File: config.mk
export PLATFORM = sky130hd
export DESIGN_NAME = dequ_ctrl
export DESIGN_NICKNAME = d
export VERILOG_FILES = /design/src/rtl/dequ_pkg.sv /design/src/rtl/dequ_ctrl.sv
export SDC_FILE = /design/constraint.sdc
export NUM_CORES = 1
export LEC_CHECK = 0
export BUFFER_PORTS_ARGS = -buffer_cell sky130_fd_sc_hd__buf_2
export CAP_MARGIN = 15
export CORE_AREA = 4 4 41 43
export DETAILED_ROUTE_END_ITERATION = 8
export DIE_AREA = 0 0 45 47
export PLACE_DENSITY = 0.37
export SLEW_MARGIN = 20
export SYNTH_ARGS = -nofsm -noshare
export SYNTH_HDL_FRONTEND = slang
export SYNTH_SLANG_ARGS = --single-unit
File: constraint.sdc
create_clock -name clk -period 1.8 [get_ports clk]
set_input_delay 0.27 -clock clk [delete_from_list [all_inputs] [get_ports clk]]
set_output_delay 0.27 -clock clk [all_outputs]
set_load 0.02 [all_outputs]
File: src/rtl/dequ_pkg.sv
// Shared constants, command struct and index helpers for the deque unit.
// No dependencies.
`default_nettype none

package dequ_pkg;

	localparam int DEPTH     = 1024;
	localparam int WORD_BITS = 32;
	localparam int IDX_BITS  = $clog2(DEPTH);
	localparam int CNT_BITS  = $clog2(DEPTH + 1);

	localparam logic [2:0] OP_PUSH_BACK  = 3'd0;
	localparam logic [2:0] OP_PUSH_FRONT = 3'd1;
	localparam logic [2:0] OP_POP_BACK   = 3'd2;
	localparam logic [2:0] OP_POP_FRONT  = 3'd3;
	localparam logic [2:0] OP_CLEAR      = 3'd4;
	localparam logic [2:0] OP_QUERY      = 3'd5;

	localparam logic [1:0] ST_OK    = 2'd0;
	localparam logic [1:0] ST_EMPTY = 2'd1;
	localparam logic [1:0] ST_FULL  = 2'd2;

	typedef struct packed {
		logic accept;
		logic exec;
		logic capture;
		logic finish;
	} dequ_cmd_t;

	function automatic logic [IDX_BITS-1:0] idx_next(input logic [IDX_BITS-1:0] i);
		idx_next = (i == IDX_BITS'(DEPTH - 1)) ? '0 : i + 1'b1;
	endfunction

	function automatic logic [IDX_BITS-1:0] idx_prev(input logic [IDX_BITS-1:0] i);
		idx_prev = (i == '0) ? IDX_BITS'(DEPTH - 1) : i - 1'b1;
	endfunction

endpackage

`default_nettype wire

File: src/rtl/dequ_ctrl.sv
// Sequencer of the deque unit: accept, execute, read, finish.
// Depends on dequ_pkg.
`default_nettype none

module dequ_ctrl (
	input  wire logic              clk,
	input  wire logic              arst_n,
	input  wire logic              start,
	output logic                   busy,
	output logic                   done,
	output dequ_pkg::dequ_cmd_t    cmd
);

	typedef enum logic [1:0] {
		S_IDLE,
		S_EXEC,
		S_READ,
		S_FIN
	} state_t;

	state_t state_q;

	assign busy = (state_q != S_IDLE);

	always_comb begin
		cmd.accept  = start && !busy;
		cmd.exec    = (state_q == S_EXEC);
		cmd.capture = (state_q == S_READ);
		cmd.finish  = (state_q == S_FIN);
	end

	always_ff @(posedge clk or negedge arst_n) begin
		if (!arst_n) begin
			state_q <= S_IDLE;
			done    <= 1'b0;
		end else begin
			done <= 1'b0;
			unique case (state_q)
				S_IDLE: begin
					if (start) state_q <= S_EXEC;
				end
				S_EXEC: state_q <= S_READ;
				S_READ: state_q <= S_FIN;
				S_FIN: begin
					state_q <= S_IDLE;
					done    <= 1'b1;
				end
				default: state_q <= S_IDLE;
			endcase
		end
	end

endmodule

`default_nettype wire

==> run_results.csv <==
group,metric,value,unit
global_route,grtUsageMet3,4.981,%
synthesis,synth.top_cells.by_area,"dfrtp_1 38%, ha_1 31%, mux2_4 7.5%",
global_route,grt-ovfl-total,0,
detailed_routing,ant_nets,0,
pwr,p_leak,0.0001634,uW
synthesis,synth_most_common_cell,"ha_1",
detailed_routing,routedWlPerCell,8.818,microns
global_route,grtUsageTotal,5.622,%
timing,fin_crit_sh,85.62,%
timing,fmax,648.8,MHz
job,cap_violations,0,
synthesis,ys_types,8,
timing,setup_viol,0,
clock_tree,clk_latency,0.23,ns
detailed_routing,drt-pass1-iter-count,2,
pwr,p_per_area,1949,mW/mm^2
placed_design,portBuffers,8,
final_layout,final-instance-count-excl-fill,44,
synthesis,synth_top_cells_by_count,"5 x ha_1, 3 x dfrtp_1, 3 x inv_1",
clock_tree,numCtsBuffers,3,
clock_tree,clkSlewWorstSetupHoldPaths,0.04,ns
timing,setup-tns-final,0,ns
floorplan,initial_core_util,15.29,%
timing,hold_viol,0,
clock_tree,cts_sinks,3,
pwr,switching_power,244.7,uW
timing,slew_violations,0,
pwr,combPwrFrac,56.5,%
floorplan,die-area,0.002115,sq mm
final_layout,layout-area-overhead-vs-synth,47.80,%
floorplan,die_x,45,microns
synthesis,synth_edf_count,0,
clock_tree,tritoncts,"built",
synthesis,synthFlopType,"dfrtp_1",
global_route,grt_start_max_net_pins,5,
synthesis,syn-cell-area,198.9,sq um
synthesis,avgSynthCellArea,12.43,sq um
timing,grt_setup_unrepaired,"no",
critical_path,critPathLaunchType,"flop",
critical_path,critPathKind,"flop to primary output",
status,outcome,"finished clean",
placed_design,dpl.hpwl,312.4,microns
floorplan,rows,13,
pwr,p_sw_share,42.70,%
synthesis,synthCells,16,
final_layout,n_fill_cell,148,
pwr,p_seq_share,22.8,%
global_route,grt_pass1_wl,724,microns
timing,min_period,1.541,ns
synthesis,ys_async_sr_fraction,100.0,%
synthesis,synth_nets,24,
floorplan,dieHeight,47,microns
final_layout,diodes,0,
detailed_routing,vias,147,
global_route,met2_usage,6.215,%
synthesis,ys_ff_latch,3,
global_route,antenna_found_initial,0,
detailed_routing,drc_errors,0,
clock_tree,cts_buffer_depth,2,
timing,whs,0.3402,ns
critical_path,required,1.53,ns
hold_path,hp-class,"primary input to flop",
global_route,met1_usage,5.492,%
clock_tree,h-tree-depth,1,
synthesis,yosys.area.top_type_share,37.74,%
final_layout,layout.nets,38,
floorplan,io_pins,9,
detailed_routing,viasPerCell,3.341,
timing,skew,0.004748,ns
detailed_routing,routed_wl,388,microns
final_layout,drive_gt1_share,48.28,%
critical_path,cp_data_arrival_time,1.27,ns
timing,relSlewSlack,92.47,%
clock_tree,clockRootBuffer,"clkbuf_4",
pwr,p_int,328.3,uW
floorplan,core_area,0.001301,sq mm
pwr,power.share.clock,20.7,%
clock_tree,cts.repair.resized,0,
placed_design,globalplace.congestion,0.6452,
detailed_routing,drt_first_iter_violations,4,
synthesis,ys_seq_area_share,37.74,%
pwr,ir_drop,0.5451,mV
critical_path,cp-end-kind,"primary output",
global_route,busiest_layer,"met4",
critical_path,crit_fanout,4,
synthesis,yosysWarnings,0,
global_route,grt_pass1_vias,179,
placed_design,dpl.cell_count,39,
synthesis,synth_top_area_cell,"dfrtp_1",
timing,tightest_slew,0.1098,ns
## worst max-delay path, cell delays in order, from the launching register on
cell and delay, ns:
dfrtp_1 0.40, inv_1 0.10, ha_1 0.21, and2_2 0.19, buf_2 0.15
## metal layers
metal	vias to the layer above	wire length [microns]	share of wire [%]
met4	0	6	1.5
met5	-	0	0
met1	63	174	45
met2	6	159	41
met3	2	48	12
li1	76	-	-
## registers in the layout (all words and copies together) (netlist names)
signal,flops
state_q,2
done,1
## layout by cell type, fill, tap and decap left out
master	instances
and2_2	1
buf_2	8
clkbuf_1	1
clkbuf_4	3
dfrtp_1	3
dlygate4sd3_1	1
ha_1	5
inv_1	3
mux2_4	1
mux2i_1	1
nor2_1	1
nor2b_4	1
## power groups by stage
stage | sequential, uW | combinational (uW) | clock, uW
6_report | 131 | 324 | 119
4_1_cts | 131 | 332 | 125
3_3_place_gp | 133 | 321 | 0
3_5_place_dp | 132 | 327 | 0
5_1_grt | 136 | 367 | 131
2_1_floorplan | 140 | 236 | 0
## stage by stage
| step | worst slack (ns) | utilization, % | cell area (sq um) | total power (uW) |
|---|---|---|---|---|
| 3_3_place_gp | 0.5011 | 19.81 | 257.7 | 453.3 |
| 6_report | 0.2588 | 22.60 | 294.0 | 573.0 |
| 4_1_cts | 0.2456 | 22.60 | 294.0 | 587.8 |
| 5_1_grt | 0.1899 | 22.60 | 294.0 | 634.2 |
| 3_5_place_dp | 0.4864 | 19.81 | 257.7 | 458.9 |
| 2_1_floorplan | 0.5641 | - | 198.9 | 376.5 |
## repair_timing
action	in CTS	in global routing
buffers inserted	0	0
endpoints found under the hold margin	3	0
hold buffers	1	0
## cell type report
class | count | area (sq um) | area share [%]
clock buffers | 4 | 26.28 | 8.936
well taps | 15 | 18.77 | 6.383
multi-input cells | 10 | 112.6 | 38.30
inverters | 3 | 11.26 | 3.830
repair buffers | 9 | 50.05 | 17.02
flip-flops and latches | 3 | 75.07 | 25.53
## path summary, 6_finish.rpt
path / depth (start not counted) / slack, ns / endpoint / from
worst max-delay path: 4 / 0.26 / cmd[3] / state_q[1]
worst min-delay path: 3 / 0.34 / state_q[0] / start
worst max register to register: 4 / 0.50 / state_q[1] / state_q[0]
worst min register to register: 1 / 0.59 / state_q[1] / state_q[1]
max in group asynchronous: 2 / 1.32 / done / arst_n
min in group asynchronous: 2 / 0.37 / state_q[1] / arst_n
## logic make-up after synthesis
logic type                 Yosys count  synth area share, %
DFF                                  3                37.73
and+or+nand+nor                      3                12.58
muxes                                2                12.58
buffers and inverters                3                5.660
adders and majority gates            5                31.45
(Power assumes the default switching activity.)
